**config.mk**
```make
export PLATFORM = sky130hd
export DESIGN_NAME = plot_word_stream_decoder
export DESIGN_NICKNAME = d
export VERILOG_FILES = /design/src/hw/rtl/pwsd_pkg.sv /design/src/hw/rtl/pwsd_front.sv /design/src/hw/rtl/pwsd_queue.sv /design/src/hw/rtl/pwsd_back.sv /design/src/hw/rtl/plot_word_stream_decoder.sv
export SDC_FILE = /design/constraint.sdc
export NUM_CORES = 1
export LEC_CHECK = 0
export ABC_AREA = 0
export BUFFER_PORTS_ARGS = -buffer_cell sky130_fd_sc_hd__buf_2
export CAP_MARGIN = 5
export CORE_AREA = 10 10 205 207
export DETAILED_ROUTE_END_ITERATION = 10
export DIE_AREA = 0 0 215 217
export PLACE_DENSITY = 0.67
export SYNTH_ARGS = -nofsm -noshare
export SYNTH_HDL_FRONTEND = slang
export SYNTH_HIERARCHICAL = 1
export SYNTH_SLANG_ARGS = --single-unit
```
**constraint.sdc**
```tcl
create_clock -name clk -period 9.2 [get_ports clk]
set_input_delay 1.38 -clock clk [delete_from_list [all_inputs] [get_ports clk]]
set_output_delay 1.38 -clock clk [all_outputs]
set_load 0.05 [all_outputs]
```
**src/hw/rtl/pwsd_pkg.sv**
```systemverilog
// Shared types and event codes for the plot word stream decoder.
package pwsd_pkg;

  localparam int WordW  = 36;
  localparam int PosW   = 17;
  localparam int CharW  = 7;
  localparam int EventW = 4;
  localparam int NChars = 5;
  // Slots per job: one closing event, one main event, five characters.
  localparam int NSlots = 7;
  localparam int SlotW  = 3;

  localparam logic [EventW-1:0] EV_LINE_BEGIN = 4'd0;
  localparam logic [EventW-1:0] EV_LINE_POINT = 4'd1;
  localparam logic [EventW-1:0] EV_LINE_END   = 4'd2;
  localparam logic [EventW-1:0] EV_TEXT_BEGIN = 4'd3;
  localparam logic [EventW-1:0] EV_CHAR       = 4'd4;
  localparam logic [EventW-1:0] EV_TEXT_END   = 4'd5;
  localparam logic [EventW-1:0] EV_DONE       = 4'd6;
  localparam logic [EventW-1:0] EV_BAD_WORD   = 4'd7;
  localparam logic [EventW-1:0] EV_NOT_TEXT   = 4'd8;

  localparam logic [SlotW-1:0] SLOT_PRE   = 3'd0;
  localparam logic [SlotW-1:0] SLOT_MAIN  = 3'd1;
  localparam logic [SlotW-1:0] SLOT_CHAR0 = 3'd2;

  // One classified input item: the events it causes, in slot order.
  typedef struct packed {
    logic [NSlots-1:0]             mask;
    logic [EventW-1:0]             pre_ev;
    logic [EventW-1:0]             main_ev;
    logic                          main_pos;
    logic [PosW-1:0]               x;
    logic [PosW-1:0]               y;
    logic [NChars-1:0][CharW-1:0]  chars;
  } job_t;

endpackage

```
**src/hw/rtl/pwsd_front.sv**
```systemverilog
// Front part: accepts plot words, tracks the parse mode and builds jobs.
module pwsd_front (
  input  logic          clk,
  input  logic          rst_n,
  input  logic          in_valid,
  output logic          in_stall,
  input  logic          in_kind,
  input  logic [35:0]   in_plot_word,
  input  logic          q_full,
  output logic          q_push,
  output pwsd_pkg::job_t q_data
);
  import pwsd_pkg::*;

  localparam logic [2:0] M_DISPATCH = 3'd0;
  localparam logic [2:0] M_LINE     = 3'd1;
  localparam logic [2:0] M_TEXT1    = 3'd2;
  localparam logic [2:0] M_TEXTC    = 3'd3;
  localparam logic [2:0] M_HALT     = 3'd4;

  localparam logic [17:0] HALT_MARK = 18'o400001;

  typedef struct packed {
    logic [EventW-1:0] ev;
    logic              pos;
    logic [2:0]        mode;
  } disp_t;

  function automatic disp_t dispatch(input logic [WordW-1:0] w);
    disp_t d;
    d.pos = 1'b0;
    if (!w[0] && !w[18]) begin
      d.ev   = EV_LINE_BEGIN;
      d.pos  = 1'b1;
      d.mode = M_LINE;
    end else if (w[18] && !w[0]) begin
      if (w[35:18] == HALT_MARK) begin
        d.ev   = EV_DONE;
        d.mode = M_HALT;
      end else begin
        d.ev   = EV_TEXT_BEGIN;
        d.pos  = 1'b1;
        d.mode = M_TEXT1;
      end
    end else begin
      d.ev   = EV_BAD_WORD;
      d.mode = M_HALT;
    end
    return d;
  endfunction

  logic [2:0] mode_r, mode_nxt;
  disp_t      d;
  job_t       job;
  logic       accept;
  integer     k;

  always_comb begin
    d        = dispatch(in_plot_word);
    mode_nxt = mode_r;
    job      = '0;
    job.x    = in_plot_word[35:19];
    job.y    = in_plot_word[17:1];
    job.chars = in_plot_word[35:1];
    case (mode_r)
      M_DISPATCH: begin
        if (in_kind) begin
          job.mask[SLOT_MAIN] = 1'b1;
          job.main_ev = EV_DONE;
          mode_nxt = M_HALT;
        end else begin
          job.mask[SLOT_MAIN] = 1'b1;
          job.main_ev  = d.ev;
          job.main_pos = d.pos;
          mode_nxt = d.mode;
        end
      end
      M_LINE, M_TEXT1, M_TEXTC: begin
        job.pre_ev = (mode_r == M_LINE) ? EV_LINE_END : EV_TEXT_END;
        if (in_kind) begin
          job.mask[SLOT_PRE]  = 1'b1;
          job.mask[SLOT_MAIN] = 1'b1;
          job.main_ev = EV_DONE;
          mode_nxt = M_HALT;
        end else if (!in_plot_word[0]) begin
          // Close the open figure, then dispatch the same word.
          job.mask[SLOT_PRE]  = 1'b1;
          job.mask[SLOT_MAIN] = 1'b1;
          job.main_ev  = d.ev;
          job.main_pos = d.pos;
          mode_nxt = d.mode;
        end else if (mode_r == M_LINE) begin
          job.mask[SLOT_MAIN] = 1'b1;
          job.main_ev  = EV_LINE_POINT;
          job.main_pos = 1'b1;
        end else if (mode_r == M_TEXT1) begin
          if (in_plot_word[35:18] != '0) begin
            job.mask[SLOT_MAIN] = 1'b1;
            job.main_ev = EV_NOT_TEXT;
            mode_nxt = M_HALT;
          end else begin
            mode_nxt = M_TEXTC;
          end
        end else begin
          // High field first; skip zero codes.
          for (k = 0; k < NChars; k++) begin
            job.mask[int'(SLOT_CHAR0) + k] = (job.chars[NChars-1-k] != '0);
          end
        end
      end
      default: begin
        mode_nxt = M_HALT;
      end
    endcase
  end

  assign in_stall = q_full;
  assign accept   = in_valid && !q_full;
  assign q_push   = accept && (job.mask != '0);
  assign q_data   = job;

  always_ff @(posedge clk) begin
    if (!rst_n) begin
      mode_r <= M_DISPATCH;
    end else if (accept) begin
      mode_r <= mode_nxt;
    end
  end

endmodule

```
**src/hw/rtl/pwsd_queue.sv**
```systemverilog
// Job queue between the front and back parts.
module pwsd_queue #(
  parameter int DEPTH = 4
) (
  input  logic           clk,
  input  logic           rst_n,
  input  logic           push,
  input  pwsd_pkg::job_t push_data,
  output logic           full,
  input  logic           pop,
  output logic           nonempty,
  output pwsd_pkg::job_t pop_data
);
  import pwsd_pkg::*;

  localparam int PtrW = (DEPTH > 1) ? $clog2(DEPTH) : 1;
  localparam int CntW = $clog2(DEPTH + 1);
  localparam logic [PtrW-1:0] LastPtr = PtrW'(DEPTH - 1);
  localparam logic [CntW-1:0] DepthCnt = CntW'(DEPTH);

  job_t            entry_r [DEPTH];
  logic [PtrW-1:0] wr_ptr_r, wr_ptr_nxt;
  logic [PtrW-1:0] rd_ptr_r, rd_ptr_nxt;
  logic [CntW-1:0] count_r, count_nxt;
  logic            do_push, do_pop;

  assign full     = (count_r == DepthCnt);
  assign nonempty = (count_r != '0);
  assign do_push  = push && !full;
  assign do_pop   = pop && nonempty;
  assign pop_data = entry_r[rd_ptr_r];

  always_comb begin
    wr_ptr_nxt = wr_ptr_r;
    rd_ptr_nxt = rd_ptr_r;
    count_nxt  = count_r;
    if (do_push) begin
      wr_ptr_nxt = (wr_ptr_r == LastPtr) ? '0 : wr_ptr_r + 1'b1;
    end
    if (do_pop) begin
      rd_ptr_nxt = (rd_ptr_r == LastPtr) ? '0 : rd_ptr_r + 1'b1;
    end
    if (do_push && !do_pop) begin
      count_nxt = count_r + 1'b1;
    end else if (do_pop && !do_push) begin
      count_nxt = count_r - 1'b1;
    end
  end

  always_ff @(posedge clk) begin
    if (!rst_n) begin
      wr_ptr_r <= '0;
      rd_ptr_r <= '0;
      count_r  <= '0;
    end else begin
      wr_ptr_r <= wr_ptr_nxt;
      rd_ptr_r <= rd_ptr_nxt;
      count_r  <= count_nxt;
    end
  end

  always_ff @(posedge clk) begin
    if (do_push) begin
      entry_r[wr_ptr_r] <= push_data;
    end
  end

endmodule

```
**src/hw/rtl/pwsd_back.sv**
```systemverilog
// Back part: walks the slots of each job and emits one event beat per cycle while the output is not stalled.
module pwsd_back (
  input  logic                      clk,
  input  logic                      rst_n,
  input  logic                      q_valid,
  input  pwsd_pkg::job_t            q_data,
  output logic                      q_pop,
  output logic                      out_valid,
  input  logic                      out_stall,
  output logic [3:0]                out_event_res,
  output logic signed [16:0]        out_x_pos,
  output logic signed [16:0]        out_y_pos,
  output logic [6:0]                out_character,
  output logic                      out_last
);
  import pwsd_pkg::*;

  job_t              cur_r;
  logic              cur_valid_r, cur_valid_nxt;
  logic [NSlots-1:0] mask_r, mask_nxt;
  logic              out_valid_r;
  logic [EventW-1:0] ev_r, ev_nxt;
  logic [PosW-1:0]   x_r, x_nxt, y_r, y_nxt;
  logic [CharW-1:0]  ch_r, ch_nxt;
  logic              last_r;

  logic [SlotW-1:0]  idx;
  logic [SlotW-1:0]  char_sel;
  logic [NSlots-1:0] remaining;
  logic              adv, emit, done_cur;
  integer            i;

  // Lowest pending slot goes next.
  always_comb begin
    idx = '0;
    for (i = NSlots - 1; i >= 0; i--) begin
      if (mask_r[i]) begin
        idx = SlotW'(i);
      end
    end
  end

  assign remaining = mask_r & ~(NSlots'(1) << idx);
  assign adv       = !out_valid_r || !out_stall;
  assign emit      = adv && cur_valid_r;
  assign done_cur  = !cur_valid_r || (emit && (remaining == '0));
  assign q_pop     = q_valid && done_cur;
  assign char_sel  = SlotW'(NSlots - 1) - idx;

  always_comb begin
    ev_nxt = EV_CHAR;
    x_nxt  = '0;
    y_nxt  = '0;
    ch_nxt = '0;
    case (idx)
      SLOT_PRE: begin
        ev_nxt = cur_r.pre_ev;
      end
      SLOT_MAIN: begin
        ev_nxt = cur_r.main_ev;
        if (cur_r.main_pos) begin
          x_nxt = cur_r.x;
          y_nxt = cur_r.y;
        end
      end
      default: begin
        ch_nxt = cur_r.chars[char_sel];
      end
    endcase
  end

  always_comb begin
    cur_valid_nxt = cur_valid_r;
    mask_nxt      = mask_r;
    if (q_pop) begin
      cur_valid_nxt = 1'b1;
      mask_nxt      = q_data.mask;
    end else if (done_cur) begin
      cur_valid_nxt = 1'b0;
    end else if (emit) begin
      mask_nxt = remaining;
    end
  end

  always_ff @(posedge clk) begin
    if (!rst_n) begin
      cur_valid_r <= 1'b0;
      out_valid_r <= 1'b0;
    end else begin
      cur_valid_r <= cur_valid_nxt;
      if (adv) begin
        out_valid_r <= emit;
      end
    end
  end

  always_ff @(posedge clk) begin
    mask_r <= mask_nxt;
    if (q_pop) begin
      cur_r <= q_data;
    end
    if (emit) begin
      ev_r   <= ev_nxt;
      x_r    <= x_nxt;
      y_r    <= y_nxt;
      ch_r   <= ch_nxt;
      last_r <= (remaining == '0);
    end
  end

  assign out_valid     = out_valid_r;
  assign out_event_res = ev_r;
  assign out_x_pos     = $signed(x_r);
  assign out_y_pos     = $signed(y_r);
  assign out_character = ch_r;
  assign out_last      = last_r;

endmodule

```
**src/hw/rtl/plot_word_stream_decoder.sv**
```systemverilog
// Top level of the plot word stream decoder.
//
// Input channel: in_kind (0 plot word, 1 end of input) and in_plot_word, one beat
// per accepted item. Result channel: one drawing event per beat with out_x_pos,
// out_y_pos, out_character, and out_last on the final event of each input item.
// The front part classifies each word in the cycle it is accepted and queues a
// job of up to five events; the back part sends one event per cycle while the
// receiver does not stall. With an empty queue, an accepted word passes the
// queue entry, the current-job register and the output register before its
// first event shows; words that give no event (halted, header word, empty text
// word) cost nothing at the back. in_stall rises only when the job queue
// (QUEUE_DEPTH jobs) is full. Reset puts the parser in dispatch mode and empties
// the queue and output stage. A stalled receiver holds the current event on the
// outputs; the queue keeps filling until full, then the input is stalled.
module plot_word_stream_decoder #(
  parameter int QUEUE_DEPTH = 4
) (
  input  logic               clk,
  input  logic               rst_n,
  input  logic               in_valid,
  output logic               in_stall,
  input  logic               in_kind,
  input  logic [35:0]        in_plot_word,
  output logic               out_valid,
  input  logic               out_stall,
  output logic [3:0]         out_event_res,
  output logic signed [16:0] out_x_pos,
  output logic signed [16:0] out_y_pos,
  output logic [6:0]         out_character,
  output logic               out_last
);
  import pwsd_pkg::*;

  job_t push_data, pop_data;
  logic q_push, q_full, q_pop, q_nonempty;

  pwsd_front u_front (
    .clk          (clk),
    .rst_n        (rst_n),
    .in_valid     (in_valid),
    .in_stall     (in_stall),
    .in_kind      (in_kind),
    .in_plot_word (in_plot_word),
    .q_full       (q_full),
    .q_push       (q_push),
    .q_data       (push_data)
  );

  pwsd_queue #(
    .DEPTH (QUEUE_DEPTH)
  ) u_queue (
    .clk       (clk),
    .rst_n     (rst_n),
    .push      (q_push),
    .push_data (push_data),
    .full      (q_full),
    .pop       (q_pop),
    .nonempty  (q_nonempty),
    .pop_data  (pop_data)
  );

  pwsd_back u_back (
    .clk           (clk),
    .rst_n         (rst_n),
    .q_valid       (q_nonempty),
    .q_data        (pop_data),
    .q_pop         (q_pop),
    .out_valid     (out_valid),
    .out_stall     (out_stall),
    .out_event_res (out_event_res),
    .out_x_pos     (out_x_pos),
    .out_y_pos     (out_y_pos),
    .out_character (out_character),
    .out_last      (out_last)
  );

endmodule

```
# Yosys cells after proc, flatten, opt, wreduce, memory -nomap -nowiden
# Memories as Yosys holds them, arrays and structs flattened. A register that Yosys moved wholly into a read port is not among the register bits.
# Index checks and enable logic that the tools add are counted.
# op_classes
eq_ne	11
shift	1
bitwise	2
mux	61
n_addsub	5
magnitude_cmp	1
reduce_logical	40
# ops
operator	count
$mux W3	20
$reduce_bool A7 Y1	6
$mux W5	7
$mux W7	4
$bmux W7 S3	1
$mux W4	5
$eq A18 B18 Y1 const B	1
$reduce_bool A18 Y1	1
$mux W1	14
$logic_and A1 B1 Y1	11
$mux W2	5
$pmux W5 S2	1
$logic_not A1 Y1	8
$mux W8	1
$pmux W4 S2	1
$and A7 B7 Y7	1
$logic_not A7 Y1	1
$not A7 Y7	1
$shl A1 B3 Y7 const A	1
$eq A3 B1 Y1 const B	2
$eq A3 B2 Y1 const B	2
$logic_not A3 Y1	2
$pmux W3 S2	1
$reduce_bool A2 Y1	3
17 further kinds	21
# totals
ramBits	340
mem_count	1
out_inout_bits	48
ff_bits	143
inputBits	41
elab_cells	144
# mem_list
memory	words	width	read_ports	rd_clocked_by_memory_dff	write_ports	line_no	source
u_queue.entry_r	4	85	1	1	1	pwsd_queue.sv:21	job_t entry_r [DEPTH];

# Logic depth before layout (Yosys ltp)
# logic_depth
ltp_word	18
mapped_depth	15
mapped_depth_nobuf	15

# Hierarchy
# The synthesis kept the hierarchy.
# by_module_without_submodules
mod	cells_each	instances	area_each_um2
pwsd_queue	495	1	12794.8
pwsd_back	259	1	4971.0
pwsd_front	147	1	1031.0

# Least setup slack after synthesis
# OpenSTA, ideal clock, no wires.
# synth_path
path_kind	register to register
start	register u_back.mask_r[4]
end	register u_queue.count_r[2]
synth_period_minus_slack_ns	5.583
path_slack_ns	3.617
n_path_buf	1
setup_time_ns	0.076
arrival_ns	5.507
stages_incl_launch_ff	14
cell_sequence	edfxtp_1 > nand2b_1 > a221oi_4 > ha_1 > buf_1 > a22oi_1 > o31ai_4 > o31ai_1 > ha_1 > inv_1 > fa_1 > xor2_1 > or3_1 > a21boi_0
# synth_via
elab_chain_len	16
word_cells_on_any_way	18
classes_between	shift (1); mux (6); bitwise (2); reduce/logical (9)
# synth_rtl
item	line_no	source
from (decl)	pwsd_back.sv:20	logic [NSlots-1:0] mask_r, mask_nxt;
from (signal assigned)	pwsd_back.sv:98	mask_r <= mask_nxt;
$mux W3 (5 in series)	pwsd_back.sv:37	if (mask_r[i]) begin
$shl A1 B3 Y7	pwsd_back.sv:43	assign remaining = mask_r & ~(NSlots'(1) << idx);
$not A7 Y7	pwsd_back.sv:43	
$and A7 B7 Y7 (*)	pwsd_back.sv:43	
$logic_not A7 Y1 (*)	pwsd_back.sv:46	assign done_cur = !cur_valid_r || (emit && (remaining == '0));
$logic_and A1 B1 Y1 (*)	pwsd_back.sv:46	
$logic_or A1 B1 Y1 (*)	pwsd_back.sv:46	
$logic_and A1 B1 Y1 (*)	pwsd_back.sv:47	assign q_pop = q_valid && done_cur;
named net q_pop	plot_word_stream_decoder.sv:35	logic q_push, q_full, q_pop, q_nonempty;
$logic_and A1 B1 Y1 (*)	pwsd_queue.sv:30	assign do_pop = pop && nonempty;
$logic_not A1 Y1	pwsd_queue.sv:43	if (do_push && !do_pop) begin
$logic_and A1 B1 Y1	pwsd_queue.sv:43	
$mux W3 or $reduce_bool A2 Y1 (tied branches)	-	
to (signal assigned)	pwsd_queue.sv:58	count_r <= count_nxt;
to (decl)	pwsd_queue.sv:24	logic [CntW-1:0] count_r, count_nxt;
# Mark *: on every way through the listed nets, which the timed path passes. The rest lies on a longest branch.
# A chain may end at the register's enable or synchronous reset.

# Worst setup path after layout
# layout_path
start	input in_plot_word[30]
end	memory u_queue/entry_r[2][83] in the netlist's numbering, enable pin
# layout_via
elab_chain_len	12
word_cells_on_any_way	18
classes_between	mux (13); reduce/logical (5)
# layout_rtl
item	line_no	source
from (decl)	plot_word_stream_decoder.sv:23	input logic [35:0] in_plot_word,
$reduce_bool A18 Y1	pwsd_front.sv:97	if (in_plot_word[35:18] != '0) begin
$mux W1	pwsd_front.sv:97	
$mux W1	pwsd_front.sv:96	end else if (mode_r == M_TEXT1) begin
$mux W1	pwsd_front.sv:92	end else if (mode_r == M_LINE) begin
$mux W1	pwsd_front.sv:85	end else if (!in_plot_word[0]) begin
$mux W2	pwsd_front.sv:80	if (in_kind) begin
$pmux W1 S2	pwsd_front.sv:65	case (mode_r)
$reduce_bool A7 Y1 (*)	pwsd_front.sv:119	assign q_push = accept && (job.mask != '0);
$logic_and A1 B1 Y1 (*)	pwsd_front.sv:119	
named net q_push	plot_word_stream_decoder.sv:35	
$logic_and A1 B1 Y1 (*)	pwsd_queue.sv:29	assign do_push = push && !full;
$mux W1 (*)	pwsd_queue.sv:63	if (do_push) begin
$mux W1 (not written as such) (*)	pwsd_queue.sv:64	entry_r[wr_ptr_r] <= push_data;
to (decl)	pwsd_queue.sv:21	
# Marks and branches as above.

==> metrics <==
status=completed; Top FF cell, synth=edfxtp_1; Setup TNS Final=0 ps; Routed Antenna Nets=0; Tcrit/Tclk final=0.473; NumNets Final=~1000; Initial Utilization=0.493; port buffer count=88; post-CTS setup buffer count=0; critical-path cell list=buf_2, nor4_1, nand4_1, o31ai_1, a31oi_1, nor2b_1, and2_4, buf_4; post-synth top area cell=edfxtp_1; Die ar.=around 47000 sq um; grt ovf=0; gr usage total=0.149; hold crit path type=reg -> reg; crit path launch=in_plot_word[30]; Mapped Avg Cell Area=20.9 sq um; Cells after Synth=around 900; flop-to-flop setup slack=5100 ps; first-pass GRT wire length=53200 microns; row count=slightly above 70; instance area at placement=~19000 sq um; TritonCTS clock tree=done; number of synthesized register bits=just under 500; Slew headroom=0.364; clock transition at the registers of the reported paths=about 60 ps; Die Height=around 220 microns; core area=about 38000 sq um; Via density=5.45; crit-path max FO=43; Worst path slowest cell=nor4_1; GPL Wtd Cong=0.786; initial antenna violation count=1; Yosys cell types=58; Routed WL per cell=between 20 and 25 microns; Clock Path Buffers=3; initial drt markers=between 600 and 700; skew final=15.3 ps; RSZ-0062 raised after global routing=false; H-tree depth=2; Detail Placement HPWL=about 21000 microns; pin count of the biggest net entering global routing=64; number of global-route vias before repair=8400; CTS Hold Bufs=0; crit end category=flop; Max rail drop VDD=roughly 0.18 mV; synth warn=6; reg2reg path depth=8; Tightest Pin Transition=945 ps; Syn Std Cell Area=18800 sq um; Setup crit end=u_queue/entry_r[2][83]; DRC Markers=0; Area growth syn-to-layout=10.3%; register area share after synthesis=0.767; clk sinks=485; WP data required=approximately 9400 ps; Max Cap Violations=0; Final Max Slew Viols=0; syn_nets=954; worst-skew pair later-pin latency=about 560 ps; Fmax achieved=0.230 GHz; share of flip-flops with an asynchronous set or reset=0; minimum clock period=about 4400 ps; CTS-repair resized insts=0; CTS root buffer=clkbuf_16; Synth top area share=0.752; final instance area=20700 sq um; die extent in x=around 220 microns; Top-Level Pins=slightly below 90; Power Dens Cells=about 330 nW/um^2; Setup crit start kind=input port; DRT Wirelength=~35000 microns; ratio of cells with drive above 1 in the final layout=0.280; Crit Reg-Reg Endpoint=u_back/mask_r[3]; leakage=approximately 6.8 nW; # diodes=0; Setup Crit Path Kind=in -> reg; CTS Buf Count=between 40 and 50; final setup violation count=0; Vias=between 8000 and 9000; max incr delay on CP=between 800 and 900 ps; final hold vios=0; worst r2r src=u_back/mask_r[1]; Synth area leaders=edfxtp_1 75%, mux4_2 11%, buf_4 3.0%, dfxtp_1 1.5%, and2_1 1.3%; first-pass iteration count of the detailed router=5; CP arrival=around 4600 ps; Post-synth EDFFs=471
==> worst max-delay path: cells and delay by family <==
| family | cells | cell delay (ps) |
|---|---|---|
| AOI/OAI and AO/OA | 2 | 570 |
| and+or+nand+nor | 4 | 1920 |
| buffers and inverters | 2 | 590 |
==> state kept, by name, indices dropped and copies added, names as in the netlist, 2 cells and up, named ones only <==
signal and count:
u_back/cur_r 78, u_back/mask_r 7, u_back/out_character 7, u_back/out_event_res 4, u_back/out_x_pos 17, u_back/out_y_pos 17, u_front/mode_r 3, u_queue/count_r 3
u_queue/entry_r 340, u_queue/rd_ptr_r 2, u_queue/wr_ptr_r 2
==> layer usage <==
metal / global-route usage / wire length (microns)
met1: 0.209 / 15500
met2: 0.235 / 16900
met3: 0.0300 / 1590
met4: 0.0397 / 620
met5: 0 / 0
==> worst min path at each step <==
stage                     depth (start not counted)                 from             endpoint  slack [ps]
after floorplan                                   2  u_queue/wr_ptr_r[1]  u_queue/wr_ptr_r[1]         470
after global placement                            2  u_queue/wr_ptr_r[1]  u_queue/wr_ptr_r[1]         490
after detailed placement                          2  u_queue/wr_ptr_r[1]  u_queue/wr_ptr_r[1]         500
after CTS                                         2  u_queue/wr_ptr_r[1]  u_queue/wr_ptr_r[1]         510
after global routing                              1     u_back/cur_r[60]  u_back/out_x_pos[8]         540
final                                             2  u_queue/wr_ptr_r[1]  u_queue/wr_ptr_r[1]         510
==> final cells by class <==
cell class                      instances  area [sq um]
Fill cell                            2875         17400
Timing Repair Buffer                   99           523
Inverter                               11          41.3
Multi-Input combinational cell        303          3570
Tap cell                              518           648
Sequential cell                       485         14400
Clock buffer                           61          1290
Clock inverter                         27           220
==> stage by stage <==
| stage | util | hold WS [ps] | worst slack, ps | cells | power (mW) |
|---|---|---|---|---|---|
| 2_1_floorplan | - | 468 | 3620 | 901 | 4.67 |
| 3_3_place_gp | 0.504 | 491 | 4370 | 1416 | 5.13 |
| 3_5_place_dp | 0.504 | 498 | 4340 | 1416 | 5.16 |
| 4_1_cts | 0.544 | 509 | 4910 | 1504 | 7.03 |
| 5_1_grt | 0.544 | 540 | 4610 | 1504 | 7.26 |
| 6_report | 0.544 | 506 | 4850 | 1504 | 6.93 |
==> kinds of logic (layout without fill, tap and decap cells) <==
kind of cell | count (synthesis) | count (layout) | synth area share
other | 1 | 1 | 0.000200
AOI/OAI and AO/OA | 60 | 60 | 0.0254
and+or+nand+nor | 130 | 130 | 0.0404
xor gates and xnor gates | 2 | 2 | 0.000932
DFF | 485 | 485 | 0.767
muxes | 98 | 98 | 0.114
adders and majority gates | 12 | 12 | 0.00839
buffers and inverters | 113 | 198 | 0.0436
==> cell usage after synthesis, types with 2 or more instances <==
master,number
a211oi_1,3
a21boi_0,5
a21oi_1,10
a22o_1,9
a22oi_1,4
a31oi_1,2
a32o_1,3
and2_1,40
and3_1,2
buf_1,5
buf_12,6
buf_2,7
buf_4,75
clkbuf_1,8
dfxtp_1,14
edfxtp_1,471
ha_1,11
inv_1,11
mux2i_1,5
mux4_2,92
nand2_1,16
nand2b_1,8
nand3_1,4
nand3b_1,3
nand4_1,2
nor2_1,16
nor2b_1,8
nor3_1,9
nor4_1,5
o21ai_0,6
o21bai_1,3
o221a_2,2
o31ai_1,4
or3_1,6
or4_1,3
==> cells in the final DEF, fill, tap and decap left out, types with 4 or more instances in the layout <==
| master | netlist | routed |
|---|---|---|
| a21boi_0 | 5 | 4 |
| a21oi_1 | 10 | 10 |
| a22o_1 | 9 | 9 |
| a22oi_1 | 4 | 4 |
| and2_1 | 40 | 36 |
| and2_4 | 0 | 4 |
| buf_2 | 7 | 88 |
| buf_4 | 75 | 11 |
| clkbuf_1 | 8 | 10 |
| clkbuf_16 | 0 | 49 |
| clkinv_1 | 0 | 8 |
| clkinv_2 | 0 | 10 |
| dfxtp_1 | 14 | 12 |
| edfxtp_1 | 471 | 471 |
| ha_1 | 11 | 11 |
| inv_1 | 11 | 11 |
| mux2i_1 | 5 | 5 |
| mux4_2 | 92 | 92 |
| nand2_1 | 16 | 16 |
| nand2b_1 | 8 | 8 |
| nand3_1 | 4 | 4 |
| nor2_1 | 16 | 16 |
| nor2b_1 | 8 | 8 |
| nor3_1 | 9 | 9 |
| nor4_1 | 5 | 5 |
| o21ai_0 | 6 | 6 |
| o31ai_1 | 4 | 4 |
| or3_1 | 6 | 6 |
==> report_power, final <==
part	switching (mW)	internal, mW
Combinational	1.14	0.612
Clock	0.787	1.08
Sequential	0.209	3.11
(Power assumes the default switching activity.)
